<file path="src/bpl_pkg.sv">
`timescale 1ns / 1ps
// ----------------------------------------------------------------------------
// bpl_pkg: shared types and constants
// Widths, the ln2 scale factor and the records passed between the units.
// ----------------------------------------------------------------------------
package bpl_pkg;
  localparam int CNT_W  = 32;
  localparam int SUM_W  = 56;
  localparam int FRAC_W = 24;
  localparam int K_W    = 6;
  localparam int D_W    = 31;
  localparam int DIG_W  = 16;

  localparam logic [31:0] LN2_Q32 = 32'd2977044472;

  typedef struct packed {
    logic [K_W-1:0]    k;
    logic [FRAC_W-1:0] frac;
  } log_res_t;

  typedef struct packed {
    logic [D_W-1:0]   d;
    logic [CNT_W:0]   tot;
    logic [CNT_W-1:0] b;
    logic [CNT_W-1:0] s;
  } term_op_t;

  typedef struct packed {
    logic signed [SUM_W-1:0] sb;
    logic signed [SUM_W-1:0] b;
  } term_res_t;
endpackage

</file>
<file path="src/bpl_log.sv">
`timescale 1ns / 1ps
// ----------------------------------------------------------------------------
// bpl_log: serial log2 unit
// Normalizes one bit per cycle in a shift register, then squares the
// mantissa once per cycle to produce one fraction bit of log2 (Q6.24).
// ----------------------------------------------------------------------------
module bpl_log (
  input  logic               clk,
  input  logic               rst_n,
  input  logic               start,
  input  logic [32:0]        v,
  output logic               done,
  output bpl_pkg::log_res_t  res
);
  import bpl_pkg::*;

  typedef enum logic [2:0] {
    L_IDLE = 3'b001,
    L_NORM = 3'b010,
    L_SQR  = 3'b100
  } lstate_t;

  lstate_t           st_r, st_nxt;
  logic [33:0]       sh_r, sh_nxt;
  logic [K_W-1:0]    k_r, k_nxt;
  logic [FRAC_W-1:0] frac_r, frac_nxt;
  logic [4:0]        cnt_r, cnt_nxt;
  logic              done_r, done_nxt;
  logic [31:0]       m;
  logic [63:0]       sq;
  logic [32:0]       t;

  assign m  = sh_r[33:2];
  assign sq = 64'(m) * 64'(m);
  assign t  = sq[63:31];

  always_comb begin
    st_nxt   = st_r;
    sh_nxt   = sh_r;
    k_nxt    = k_r;
    frac_nxt = frac_r;
    cnt_nxt  = cnt_r;
    done_nxt = done_r;
    unique case (st_r)
      L_IDLE: begin
        if (start) begin
          sh_nxt   = {1'b0, v};
          k_nxt    = K_W'(33);
          frac_nxt = '0;
          cnt_nxt  = '0;
          done_nxt = 1'b0;
          st_nxt   = L_NORM;
        end
      end
      L_NORM: begin
        if (sh_r[33]) begin
          st_nxt = L_SQR;
        end else begin
          sh_nxt = {sh_r[32:0], 1'b0};
          k_nxt  = k_r - K_W'(1);
        end
      end
      L_SQR: begin
        frac_nxt = {frac_r[FRAC_W-2:0], t[32]};
        sh_nxt   = t[32] ? {t[32:1], 2'b00} : {t[31:0], 2'b00};
        cnt_nxt  = cnt_r + 5'd1;
        if (cnt_r == 5'(FRAC_W - 1)) begin
          st_nxt   = L_IDLE;
          done_nxt = 1'b1;
        end
      end
      default: st_nxt = L_IDLE;
    endcase
  end

  always_ff @(posedge clk) begin
    if (!rst_n) begin
      st_r   <= L_IDLE;
      done_r <= 1'b0;
    end else begin
      st_r   <= st_nxt;
      done_r <= done_nxt;
    end
    sh_r   <= sh_nxt;
    k_r    <= k_nxt;
    frac_r <= frac_nxt;
    cnt_r  <= cnt_nxt;
  end

  assign done     = done_r;
  assign res.k    = k_r;
  assign res.frac = frac_r;
endmodule

</file>
<file path="config.mk">
export PLATFORM = sky130hd
export DESIGN_NAME = bpl_log
export DESIGN_NICKNAME = d
export VERILOG_FILES = /design/src/bpl_pkg.sv /design/src/bpl_log.sv
export SDC_FILE = /design/constraint.sdc
export NUM_CORES = 2
export LEC_CHECK = 0
export ABC_CLOCK_PERIOD_IN_PS = 23000
export BUFFER_PORTS_ARGS = -buffer_cell sky130_fd_sc_hd__buf_2
export CORE_ASPECT_RATIO = 2
export CORE_UTILIZATION = 45
export CTS_BUF_LIST = sky130_fd_sc_hd__clkbuf_4
export DETAILED_ROUTE_END_ITERATION = 10
export PLACE_DENSITY_LB_ADDON = 0.3
export SYNTH_ARGS = -nofsm -noshare
export SYNTH_HDL_FRONTEND = slang
export SYNTH_SLANG_ARGS = --single-unit
</file>
<file path="constraint.sdc">
create_clock -name clk -period 23 [get_ports clk]
set_input_delay 1.15 -clock clk [delete_from_list [all_inputs] [get_ports clk]]
set_output_delay 1.15 -clock clk [all_outputs]
set_load 0.05 [all_outputs]
</file>
* After elaboration in Yosys (flattened, before gate mapping)
Index checks and enable logic that the tools add are counted.
** Cells by class
- Div/mod/pow operators :: 0
- Mux-type cells :: 18
- Bitwise logic cells :: 0
- Add/subtract/negate cells :: 2
- Order comparisons :: 0
- Reductions and logical operators :: 9
- Eq/ne operators :: 8
- $mul :: 1
- Shift operators :: 0
** Operators with widths (number)
- $mux 34 :: 3
- $pmux 34 s3 :: 1
- $mul 32x32->64 :: 1
- $pmux 24 s2 :: 1
- $mux 24 :: 1
- $mux 6 :: 2
- $pmux 6 s2 :: 1
- $reduce_and 3->1 :: 4
- $pmux 5 s2 :: 1
- $mux 3 :: 3
- $pmux 3 s3 :: 1
- $ne 2x2->1 const B :: 4
- $sub 6x1->6 const B :: 1
- $add 5x1->5 const B :: 1
- $eq 5x5->1 const B :: 1
- $mux 5 :: 1
- $reduce_and 2->1 :: 2
- $reduce_bool 2->1 :: 2
- $eq 3x1->1 const B :: 1
- $eq 3x2->1 const B :: 1
- $eq 3x3->1 const B :: 1
- $reduce_bool 3->1 :: 1
- $mux 1 :: 2
- $pmux 1 s2 :: 1
** Storage, ports and cells
- Input bits :: 36
- Memory bits (read-only) :: 0
- Bits in registers :: 73
- Output and inout bits :: 31
- Memories kept :: 0
- Latch bits :: 0
- Bits in writable memories :: 0
- Logic and storage cells :: 45

* Longest topological paths before layout
- Depth in word-level cells :: 3
- Depth in mapped cells :: 31
- Gate-level depth less buffers :: 28

* Worst setup path after synthesis
No wires, ideal clock.
- Path type :: register -> register
- From :: reg sh_r[29]
- To :: reg sh_r[10] (data pin)
- Path buffers :: 3
- Library setup time :: 271 ps
- Cell stages (with the launch flop) :: 30
- Period minus slack after synthesis :: 7878 ps
- Data arrival time :: 7607 ps
- Slack :: 15122 ps
- Required time :: 22729 ps
- Cell sequence :: edfxtp_1 > clkbuf_1 > clkbuf_1 > nand2_1 > fa_1 > fa_1 > inv_1 > fa_1 > inv_1 > fa_1 > inv_1 > fa_1 > fa_1 > fa_1 > inv_1 > fa_1 > inv_1 > ha_1 > clkbuf_1 > nand2_1 > nor3_1 > a21oi_1 > a211oi_1 > and3_1 > nor3_2 > xnor2_2 > or2_1 > inv_2 > a222oi_1 > o21ai_0
** Between the ends
- Cells in the longest elaborated chain, start to end :: 3
** RTL lines
- from (decl) :: line bpl_log.sv:24 : logic [33:0] sh_r, sh_nxt;
- from (signal assigned) :: line bpl_log.sv:84 : sh_r <= sh_nxt;
- $mul 32x32->64 :: line bpl_log.sv:34 : assign sq = 64'(m) * 64'(m);
- $mux 34 :: line bpl_log.sv:65 : sh_nxt = t[32] ? {t[32:1], 2'b00} : {t[31:0], 2'b00};
- $pmux 34 s3 :: line bpl_log.sv:44 : unique case (st_r)
- net sh_nxt[10] :: line bpl_log.sv:24
The timed path passes the listed nets, and every way through them passes these cells.
A chain may end at the register's enable or synchronous reset.

* Worst setup path in the final report
- From :: reg sh_r[27]
- To :: reg sh_r[20] (data pin)
Same word-level chain as after synthesis.

==> impl_results.md <==
- Critical Path RT: approximately 23 ns
- Critical path class: flop to flop
- Largest net degree at the start of global routing: 43
- GRT Max-Usage Layer: met2
- Iteration-0 DRC Markers: between 1,000 and 1,500
- Fin. Hold Viols: 0
- H-tree Lvls: 3
- Hpwl dp: 82.1 mm
- Synth warnings: 0
- Num CTS Buffers: 9
- Main area contributors after synthesis: fa_1, ha_1, inv_1, edfxtp_1, and2_1
- Mapped Cells: roughly 3,400
- Area of the mapped netlist: 0.0324 mm^2
- Layout Nets: between 4,000 and 5,000
- Routed Antenna Nets: 0
- Longest Clk Path Bufs: 2
- Reg2reg setup slack: about 13 ns
- CP peak stage delay: between 1 and 1.5 ns
- Met1 Use GR: between 20 and 30%
- CTS tree: done
- Post-synth EDFFs: a little under 70
- Via density: roughly 5.5
- Sequential share of the synthesized area: roughly 6.6%
- Vias in the first global route: approximately 28,000
- Hold Startpoint: done$_SDFFE_PN0P_
- Critical Path AT: approximately 10 ns
- Rows: roughly 140
- CORE AREA: around 0.07 mm^2
- Worst hold path class: flop to flop
- Max-Cap Viols: 0
- Root buffer cell: clkbuf_4
- Met2 Track Usage GR: between 50% and 60%
- Crit start category: flop
- Peak Freq: between 90 and 100 MHz
- Unrepaired setup endpoints after global routing: false
- Average size of a mapped cell: 9.51 um^2
- RR Startpoint: sh_r[27]$_DFFE_PP_
- FF-to-FF path depth: 22
- GRT Resource Usage Total: approximately 29%
- Placed Area: around 0.034 mm^2
- CP Capture Type: flop
- CTS Sinks: 73
- Dominant synthesized flop cell: edfxtp_1
- Yosys reg bits: 73
- Vias: about 24,000
- Asr flop ratio synth: 0%
- Die area: roughly 0.073 mm^2
- Met3 usage: about 3.2%
- PortBufs: 66
- Fin crit share: between 40% and 50%
- Reg-to-reg endpoint: sh_r[20]$_DFFE_PP_
- Synth Net Count: about 4,500
- DR DRC count: 0
- Hold_buf cts: 0
- Initial antenna violation count: 1
- Die Span Y: between 300 and 400 um
- Area grow syn2layout: 4.45%
- Post-route design area: 0.0338 mm^2
- WL final: around 100 mm
- Yosys top cell by area: fa_1
- Max FO, Critical Path: 18
- CP max stage cell: edfxtp_1
- Starting Density: a little under half
- Chip width: 192 um
- Grt total ovfl: 0
- Final Util: approximately 48%
- Reg clk slew, reported paths: around 0.19 ns
- WHS Path Cells: 2
- Pre-Repair DR Iteration Count: 6
- Routed WL per cell: around 23 um
- Netlist cell types: 64
- Slew @ Worst Pin: 1.19 ns
- Yosys top cell area share: 48.9%
- Endpoints failing setup: 0
- Most used cell, CP: fa_1
- First-pass GRT wire length: 153 mm
- GP Congestion: ~0.96
- Worst-path cell chain: and2_1 -> fa_1 -> ha_1 -> a31oi_1 -> fa_1 -> fa_1 -> inv_1 -> fa_1 -> fa_1 -> fa_1 -> fa_1 -> ha_1 -> nand4_1 -> nor4_1 -> o211ai_1 -> a21oi_1 -> nor3_2 -> xnor2_2 -> or2_1 -> inv_2 -> a222oi_1 -> o21ai_0
- Boundary Pins: 67
- Minimum clock period after layout: about 10 ns
- Hold endpoint: done$_SDFFE_PN0P_
- Skew final: between 0.04 and 0.05 ns
- WHS: around 0.5 ns
- Crit-path leading delay family: adder cells
- Setup TNS after final layout: 0 ns
- Buf/Inv on CP: 2
- Share of cells above drive strength 1: 4.37%
- Relative slew slack: 20.5%
- Post-CTS setup buffer count: 0
- Slew Limit Fails: 0
- Outcome: finished, final reports clean
- Post-CTS sizing: 0
- Worst-skew pair later-pin latency: 0.50 ns
[stage by stage]
step           cells  worst slack, ns
6_report        4300            12.95
5_1_grt         4299            12.56
4_1_cts         4298            13.10
3_5_place_dp    4282            13.14
3_3_place_gp    4282            13.25
2_1_floorplan   3403            15.12
[cell families (layout without fill, tap and decap cells)]
family          after synthesis  after routing  synth area share (%)
mux                          11             11                 0.352
buf+inv                    1112           1097                  12.9
fa+ha+maj                  1093           1093                  60.6
simple gates                737            737                  11.2
compound gates              290            290                  5.96
other cells                   0              2                     0
flops                        73             73                  6.65
xor+xnor                     87             87                  2.38
[worst register-to-register path: cells and delay by family, from the launching register on]
family                     cells  cell delay (ns)
xor gates and xnor gates       1             0.71
adders and majority gates      9             4.21
DFF                            1             1.19
buffers and inverters          2             0.29
AOI/OAI and AO/OA              5             1.71
and+or+nand+nor                5             1.68
[synthesized netlist by cell type, types with 7 or more instances]
cell type and n:
inv_1 979, fa_1 791, nand2_1 310, ha_1 302
and2_1 257, clkbuf_1 125, nor2_1 83, a21oi_1 73
edfxtp_1 69, o21ai_0 50, xor2_1 50, a21o_1 42
xnor2_1 36, a22oi_1 20, nand3_1 18, a31oi_1 14
nand4_1 13, a222oi_1 11, a31o_2 11, nor3_1 11
o21bai_1 11, and3_1 10, o211ai_1 9, mux2i_1 8
o221ai_1 7, or2_2 7
[layout by cell type, fill, tap and decap left out, drive strengths merged, types with 37 or more instances in the layout]
| cell type | n |
|---|---|
| edfxtp | 69 |
| fa | 791 |
| and2 | 258 |
| o21ai | 55 |
| nor2 | 83 |
| xnor2 | 37 |
| inv | 981 |
| a21oi | 73 |
| nand2 | 310 |
| ha | 302 |
| a21o | 42 |
| xor2 | 50 |
| buf | 101 |
[how the worst max path moves through the flow]
stage                        from                 end  cells past startpoint
2_1_floorplan  sh_r[29]$_DFFE_PP_  sh_r[10]$_DFFE_PP_                     29
3_3_place_gp   sh_r[21]$_DFFE_PP_  sh_r[20]$_DFFE_PP_                     25
3_5_place_dp   sh_r[21]$_DFFE_PP_  sh_r[16]$_DFFE_PP_                     25
4_1_cts        sh_r[21]$_DFFE_PP_  sh_r[10]$_DFFE_PP_                     25
5_1_grt         sh_r[6]$_DFFE_PP_   sh_r[5]$_DFFE_PP_                     24
6_report       sh_r[27]$_DFFE_PP_  sh_r[20]$_DFFE_PP_                     22
[per-layer routing]
metal  routed length, um  vias up  part of all wire [%]
li1                    -    10000                     -
met1               28200    12100                    28
met4               10600        0                    11
met3                4080      475                   4.1
met5                   0        -                     0
met2               56900      862                    57
[flip-flops by register name (all words and copies together), names as in the netlist]
name,cells
sh_r,34
k_r,6
done,1
st_r,3
frac_r,24
cnt_r,5
[area by class of cell]
class	instances	area, um^2
Clock inverter	6	115
Tap cell	910	1140
Inverter	980	3680
Multi-Input combinational cell	2218	26100
Fill cell	6796	37100
Antenna cell	2	5.00
Timing Repair Buffer	101	593
Clock buffer	10	75.1
Sequential cell	73	2150
Power is left out: the tool's default activity adds up to more than one toggle a clock period on the data nets, which glitch-free logic cannot reach.
