===== config.mk =====
export PLATFORM = sky130hd
export DESIGN_NAME = bpl_term
export DESIGN_NICKNAME = d
export VERILOG_FILES = /design/src/bpl_pkg.sv /design/src/bpl_term.sv
export SDC_FILE = /design/constraint.sdc
export NUM_CORES = 2
export LEC_CHECK = 0
export BUFFER_PORTS_ARGS = -buffer_cell sky130_fd_sc_hd__buf_2
export CELL_PAD_IN_SITES_DETAIL_PLACEMENT = 0
export CELL_PAD_IN_SITES_GLOBAL_PLACEMENT = 1
export CORE_UTILIZATION = 40
export CTS_CLUSTER_SIZE = 24
export DETAILED_ROUTE_END_ITERATION = 12
export HOLD_SLACK_MARGIN = 0.12
export PLACE_DENSITY = 0.72
export SLEW_MARGIN = 15
export SYNTH_ARGS = -nofsm -noshare
export SYNTH_HDL_FRONTEND = slang
export SYNTH_SLANG_ARGS = --single-unit

===== constraint.sdc =====
create_clock -name clk -period 13.4 [get_ports clk]
set_input_delay 1.34 -clock clk [delete_from_list [all_inputs] [get_ports clk]]
set_output_delay 1.34 -clock clk [all_outputs]
set_load 0.01 [all_outputs]

===== src/bpl_pkg.sv =====
`timescale 1ns / 1ps
// ----------------------------------------------------------------------------
// bpl_pkg: shared types and constants
// Widths, the ln2 scale factor and the records passed between the units.
// ----------------------------------------------------------------------------
package bpl_pkg;
  localparam int CNT_W  = 32;
  localparam int SUM_W  = 56;
  localparam int FRAC_W = 24;
  localparam int K_W    = 6;
  localparam int D_W    = 31;
  localparam int DIG_W  = 16;

  localparam logic [31:0] LN2_Q32 = 32'd2977044472;

  typedef struct packed {
    logic [K_W-1:0]    k;
    logic [FRAC_W-1:0] frac;
  } log_res_t;

  typedef struct packed {
    logic [D_W-1:0]   d;
    logic [CNT_W:0]   tot;
    logic [CNT_W-1:0] b;
    logic [CNT_W-1:0] s;
  } term_op_t;

  typedef struct packed {
    logic signed [SUM_W-1:0] sb;
    logic signed [SUM_W-1:0] b;
  } term_res_t;
endpackage


===== src/bpl_term.sv =====
`timescale 1ns / 1ps
// ----------------------------------------------------------------------------
// bpl_term: log-ratio term unit
// Scales log2 to ln, then multiplies both counts by it one 16-bit digit per
// cycle and forms the s+b and b-only terms.
// ----------------------------------------------------------------------------
module bpl_term (
  input  logic                clk,
  input  logic                rst_n,
  input  logic                start,
  input  bpl_pkg::term_op_t   op,
  output logic                done,
  output bpl_pkg::term_res_t  res
);
  import bpl_pkg::*;

  typedef enum logic [3:0] {
    T_IDLE = 4'b0001,
    T_ND   = 4'b0010,
    T_MUL  = 4'b0100,
    T_FIN  = 4'b1000
  } tstate_t;

  tstate_t     st_r, st_nxt;
  term_op_t    op_r, op_nxt;
  logic [31:0] nd_r, nd_nxt;
  logic        dig_r, dig_nxt;
  logic [63:0] acc_sb_r, acc_sb_nxt;
  logic [63:0] acc_b_r, acc_b_nxt;
  term_res_t   res_r, res_nxt;
  logic        done_r, done_nxt;
  logic [63:0] nd_prod;
  logic [DIG_W-1:0] digit;
  logic [63:0] rsb, rb;
  logic [39:0] s24;

  assign nd_prod = 64'(op_r.d) * 64'(LN2_Q32) + 64'h8000_0000;
  assign digit   = dig_r ? nd_r[DIG_W-1:0] : nd_r[2*DIG_W-1:DIG_W];
  assign rsb     = acc_sb_r + 64'h8000;
  assign rb      = acc_b_r + 64'h8000;
  assign s24     = {op_r.s, 8'h00};

  always_comb begin
    st_nxt     = st_r;
    op_nxt     = op_r;
    nd_nxt     = nd_r;
    dig_nxt    = dig_r;
    acc_sb_nxt = acc_sb_r;
    acc_b_nxt  = acc_b_r;
    res_nxt    = res_r;
    done_nxt   = done_r;
    unique case (st_r)
      T_IDLE: begin
        if (start) begin
          op_nxt   = op;
          done_nxt = 1'b0;
          st_nxt   = T_ND;
        end
      end
      T_ND: begin
        nd_nxt     = nd_prod[63:32];
        dig_nxt    = 1'b0;
        acc_sb_nxt = '0;
        acc_b_nxt  = '0;
        st_nxt     = T_MUL;
      end
      T_MUL: begin
        // high digit first, then shift and add the low digit
        acc_sb_nxt = {acc_sb_r[63-DIG_W:0], {DIG_W{1'b0}}}
                   + 64'(op_r.tot) * 64'(digit);
        acc_b_nxt  = {acc_b_r[63-DIG_W:0], {DIG_W{1'b0}}}
                   + 64'(op_r.b) * 64'(digit);
        dig_nxt    = 1'b1;
        if (dig_r) st_nxt = T_FIN;
      end
      T_FIN: begin
        res_nxt.sb = $signed({16'h0, s24}) - $signed({8'h0, rsb[63:16]});
        res_nxt.b  = $signed({16'h0, s24}) - $signed({8'h0, rb[63:16]});
        done_nxt   = 1'b1;
        st_nxt     = T_IDLE;
      end
      default: st_nxt = T_IDLE;
    endcase
  end

  always_ff @(posedge clk) begin
    if (!rst_n) begin
      st_r   <= T_IDLE;
      done_r <= 1'b0;
    end else begin
      st_r   <= st_nxt;
      done_r <= done_nxt;
    end
    op_r     <= op_nxt;
    nd_r     <= nd_nxt;
    dig_r    <= dig_nxt;
    acc_sb_r <= acc_sb_nxt;
    acc_b_r  <= acc_b_nxt;
    res_r    <= res_nxt;
  end

  assign done = done_r;
  assign res  = res_r;
endmodule


==> Word-level counts from Yosys, hierarchy flattened <==
Cells that the tools add are included.
{ "totals": {"register_bits": 406, "latchBits": 0, "ramBits": 0, "rom_bits": 0, "input_bits": 131, "output_inout_bits": 113, "elab_cells": 42, "mem_count": 0} }
{ "op_classes": {"addsub": 7, "mul": 3, "n_div": 0, "magnitude_cmp": 0, "n_eq_ne": 6, "shift": 0, "n_mux": 9, "bitwise_logic": 0, "n_reduce_logical": 5} }
{ "op_table": {"columns": ["cell", "count"], "rows": [
  ["$pmux W64 S2", 2],
  ["$add A64 B16 Y64 const B", 2],
  ["$sub A40 B48 Y49", 2],
  ["$add A63 B32 Y64 const B", 1],
  ["$add A64 B48 Y64", 1],
  ["$add A64 B49 Y64", 1],
  ["$mul A31 B29 Y60 const B", 1],
  ["$mul A33 B16 Y49", 1],
  ["$mul A32 B16 Y48", 1],
  ["$mux W16", 1],
  ["$pmux W4 S3", 1],
  ["$mux W4", 2],
  ["$reduce_and A2 Y1", 3],
  ["$eq A4 B1 Y1 const B", 1],
  ["$eq A4 B2 Y1 const B", 1],
  ["$eq A4 B3 Y1 const B", 1],
  ["$eq A4 B4 Y1 const B", 1],
  ["$ne A2 B2 Y1 const B", 2],
  ["$pmux W1 S2", 2],
  ["$reduce_bool A2 Y1", 2],
  ["$mux W1", 1]
]} }

==> Depth between registers and ports, before layout <==
{ "logic_depth": {"word_depth": 4, "ltp_mapped": 32, "depth_no_buf": 30} }

==> Worst setup path after synthesis <==
OpenSTA, ideal clock, no wires.
{ "synth_timing": {"kind": "register to register", "start": "register st_r[1]", "end": "register res_r (netlist bit res[0]) (enable)", "setup_ns": 0.833, "t_arrival_ns": 10.516, "required_ns": 12.567, "path_slack_ns": 2.051, "path_stages_with_launch": 2, "path_buffers": 0, "synth_period_minus_slack_ns": 11.349, "path_cell_list": "dfxtp_1 > nor4b_1"} }
{ "synth_via": {"elab_chain_len": 1} }
{ "synth_rtl": {"columns": ["item", "line_no", "rtl"], "rows": [
  ["start, declared", "bpl_term.sv:24", "tstate_t st_r, st_nxt;"],
  ["start signal, assigned", "bpl_term.sv:91", "st_r <= st_nxt;"],
  ["$eq A4 B4 Y1", "bpl_term.sv:52", "unique case (st_r)"],
  ["end signal, assigned", "bpl_term.sv:99", "res_r <= res_nxt;"],
  ["end, declared", "bpl_term.sv:30", "term_res_t res_r, res_nxt;"]
]} }
Every way passes these cells.
A chain may end at the register's enable or synchronous reset.

==> Worst setup path in the final report <==
{ "layout_timing": {"start": "register op_r[121] (netlist bit)", "end": "register nd_r[31] (data pin)"} }
{ "layout_via": {"elab_chain_len": 2} }
{ "layout_rtl": {"columns": ["item", "line_no", "rtl"], "rows": [
  ["start, declared", "bpl_term.sv:25", "term_op_t op_r, op_nxt;"],
  ["start signal, assigned", "bpl_term.sv:94", "op_r <= op_nxt;"],
  ["$mul A31 B29 Y60", "bpl_term.sv:37", "assign nd_prod = 64'(op_r.d) * 64'(LN2_Q32) + 64'h8000_0000;"],
  ["$add A63 B32 Y64", "bpl_term.sv:37", null],
  ["via nd_prod[63]", "bpl_term.sv:32", "logic [63:0] nd_prod;"],
  ["end signal, assigned", "bpl_term.sv:95", "nd_r <= nd_nxt;"],
  ["end, declared", "bpl_term.sv:26", "logic [31:0] nd_r, nd_nxt;"]
]} }
The timed path passes the listed nets, and every way through them passes these cells.

==> impl_metrics.tcl <==
set metrics [dict create \
    worstPathArrival_ns 9.93 \
    multi_input_area_um2 51000 \
    reg2reg_from "op_r[121]$_DFFE_PP_" \
    fp.dieW_um 420 \
    layout_worst_path_cycle_share_pct 70.3 \
    fmax_ghz 0.106 \
    timing.hold.worst.class "register to register" \
    ys.flop_type "edfxtp_1" \
    async_reset_ff_share_pct 0 \
    worst_path_max_delay_cell "fa_1" \
    design.portCount 244 \
    clock-skew-final_ns 0.0276 \
    critPathLaunchType "register" \
    capturing_point_of_the_worst_reg2reg_path "nd_r[31]$_DFFE_PP_" \
    synth.yosys.seq_area_share_pct 16.8 \
    ff2ff_setup_slack_ns 3.98 \
    cts.hold.buffers_added 0 \
    ys_warnings 0 \
    ant_nets 0 \
    setup_tns_ns 0 \
    clock_latency_ns 0.70 \
    average_cell_area_after_synthesis_um2 9.68 \
    design.die.area_um2 176000 \
    finalSetupViolations 0 \
    ctsHtreeMaxLevel 2 \
    slew_violations 0 \
    place_hpwl_um 159000 \
    most-common-layout-cells "1598 x inv_1, 1265 x fa_1, 938 x nand2_1" \
    routabilityCongestion 0.917 \
    routed-via-count 49300 \
    area.growth.synth_to_final_pct 7.25 \
    fillers 16900 \
    number_of_flops_mapped_to_enable_cells_by_yosys 387 \
    rsz_0062_raised_after_global_routing "false" \
    cts_setup_buffers 0 \
    grt_first_pass_wirelength_um 309000 \
    synthCells 7205 \
    dr.first_iter.drc_count 2545 \
    cts-resized-gates 0 \
    rr_worst_depth 27 \
    layout.cells.most_common "inv_1" \
    synth_nets 9272 \
    cap_violations 0 \
    total_standard_cell_area_after_synthesis_um2 69700 \
    synthDistinctLibCells 106 \
    detail_route.vias_per_cell 5.12 \
    worst_path_largest_cell_delay_ns 0.62 \
    drcViolationCount 0 \
    port_buffers 243 \
    drtPass1Iterations 6 \
    clk_root_buffer_cell "clkbuf_16" \
    timing.setup.critical_path_class "register to register" \
    groute.usage.overall_pct 22.9 \
    hold_path_startpoint "st_r[3]$_SDFFE_PN0P_" \
    maxSlewHeadroom_pct 29.1 \
    whs_path_depth 1 \
    ff_latch_area_um2 11700 \
    worst_pin_slew_ns 1.06 \
    cts-buffers-inserted 51 \
    ctsLongestPathBuffers 3 \
    critical_path.max_fanout 10 \
    grt_antenna_before_repair 6 \
    status "finished, final reports clean" \
    finalWirelength_um 198000 \
    worst_setup_path_end_kind "register" \
    postSynthRegisterBits 392 \
    routedWlPerCell_um 20.6 \
    finish.net_count 9343 \
    design.core.area_um2 172000 \
    globalRouteOverflowTotal 0 \
    worst-endpoint-required_ns 13.91 \
    path_clk_slew_ns 0.07 \
    tritoncts "yes" \
    worst_hold_path.endpoint "st_r[0]$_SDFFE_PN1P_" \
    cts_num_sinks 392 \
    drive_above_1_share_pct 6.04 \
    first_global_vias 52800 \
    finalHoldViolCount 0 \
    chip_height_um 420 \
    initial_core_util_pct 40.5 \
    critical_path.most_common_cell "fa_1" \
    placementRows 152 \
    min_period_ns 9.42 \
    grt_start_max_net_pins 67 \
]
## metrics by stage
| step | area, µm² | hold slack (ns) | utilization (%) | setup WS, ns | cells |
|---|---|---|---|---|---|
| 2_1_floorplan | 69700 | 0.461 | - | 2.05 | 7205 |
| 3_3_place_gp | 73100 | 0.499 | 42.4 | 3.92 | 9533 |
| 3_5_place_dp | 73100 | 0.512 | 42.4 | 3.93 | 9533 |
| 4_1_cts | 74800 | 0.528 | 43.4 | 3.89 | 9627 |
| 5_1_grt | 74800 | 0.562 | 43.4 | 3.47 | 9627 |
| 6_report | 74800 | 0.548 | 43.4 | 3.98 | 9629 |
## cell usage after synthesis (all sizes together) (29+ instances only)
library cell,count,share of area [%]
a21o,115,1.2
a21oi,235,1.7
a31oi,29,0.26
and2,348,3.1
and3,40,0.36
buf,34,0.31
clkbuf,223,1.2
edfxtp,387,17
fa,1265,36
ha,671,12
inv,1599,8.6
nand2,939,5.1
nand3,85,0.61
nand4,66,0.66
nor2,254,1.4
nor2b,29,0.26
nor3,48,0.43
o21ai,130,0.94
o21bai,34,0.37
xnor2,201,2.5
xor2,149,1.9
## routing by layer
metal / vias to the layer above / share of wire, % / track usage [%]
li1: 22500 / - / -
met1: 25100 / 42 / 29.5
met2: 1405 / 49 / 39.6
met3: 276 / 5.2 / 2.95
met4: 2 / 3.6 / 7.74
met5: - / 0.0061 / 0
## layout make-up
class                      count  share of cell area, %
multi-input combinational   4957                   68.2
tap                         2310                   3.86
timing repair buffer         275                   1.95
clock inverter                40                  0.584
antenna                        2                0.00669
sequential                   392                   15.7
clock buffer                  54                   1.72
inverter                    1599                   8.03
## sequential cells by signal, indices dropped and copies added (netlist names)
name      cells
done          1
acc_sb_r     64
res          98
st_r          4
dig_r         1
nd_r         32
acc_b_r      64
op_r        128
## how the worst max path moves through the flow
| stage | startpoint | end | slack [ns] | cells after the start |
|---|---|---|---|---|
| 4_1_cts | op_r[122]$_DFFE_PP_ | nd_r[31]$_DFFE_PP_ | 3.89 | 27 |
| 5_1_grt | op_r[122]$_DFFE_PP_ | nd_r[27]$_DFFE_PP_ | 3.47 | 27 |
| 3_3_place_gp | op_r[121]$_DFFE_PP_ | nd_r[31]$_DFFE_PP_ | 3.92 | 27 |
| 2_1_floorplan | st_r[1]$_SDFFE_PN0P_ | res[0]$_DFFE_PP_ | 2.05 | 1 |
| 3_5_place_dp | op_r[120]$_DFFE_PP_ | nd_r[31]$_DFFE_PP_ | 3.93 | 27 |
| 6_report | op_r[121]$_DFFE_PP_ | nd_r[31]$_DFFE_PP_ | 3.98 | 27 |
## kinds of logic (layout without fill, tap and decap cells)
| family | after synthesis | in the layout | share of synthesized area [%] |
|---|---|---|---|
| adder cells (fa/ha/maj) | 1936 | 1936 | 48.4 |
| AND/OR/NAND/NOR | 1931 | 1931 | 13.2 |
| multiplexers | 19 | 19 | 0.307 |
| AO/OA/AOI/OAI | 721 | 721 | 6.77 |
| other | 0 | 2 | 0 |
| XOR/XNOR | 350 | 350 | 4.43 |
| buffers and inverters | 1856 | 1968 | 10.1 |
| flip-flops | 392 | 392 | 16.8 |
## critical path, delay by kind of cell (launching register included)
| kind | cells | cell delay, ns |
|---|---|---|
| fa+ha+maj | 9 | 4.52 |
| simple gates | 5 | 1.71 |
| compound gates | 6 | 1.33 |
| buf+inv | 6 | 0.84 |
| flops | 1 | 0.55 |
| mux | 1 | 0.29 |
Power is not shown: default switching activity piles up to over one toggle a cycle in this logic, so the estimate is an artifact.
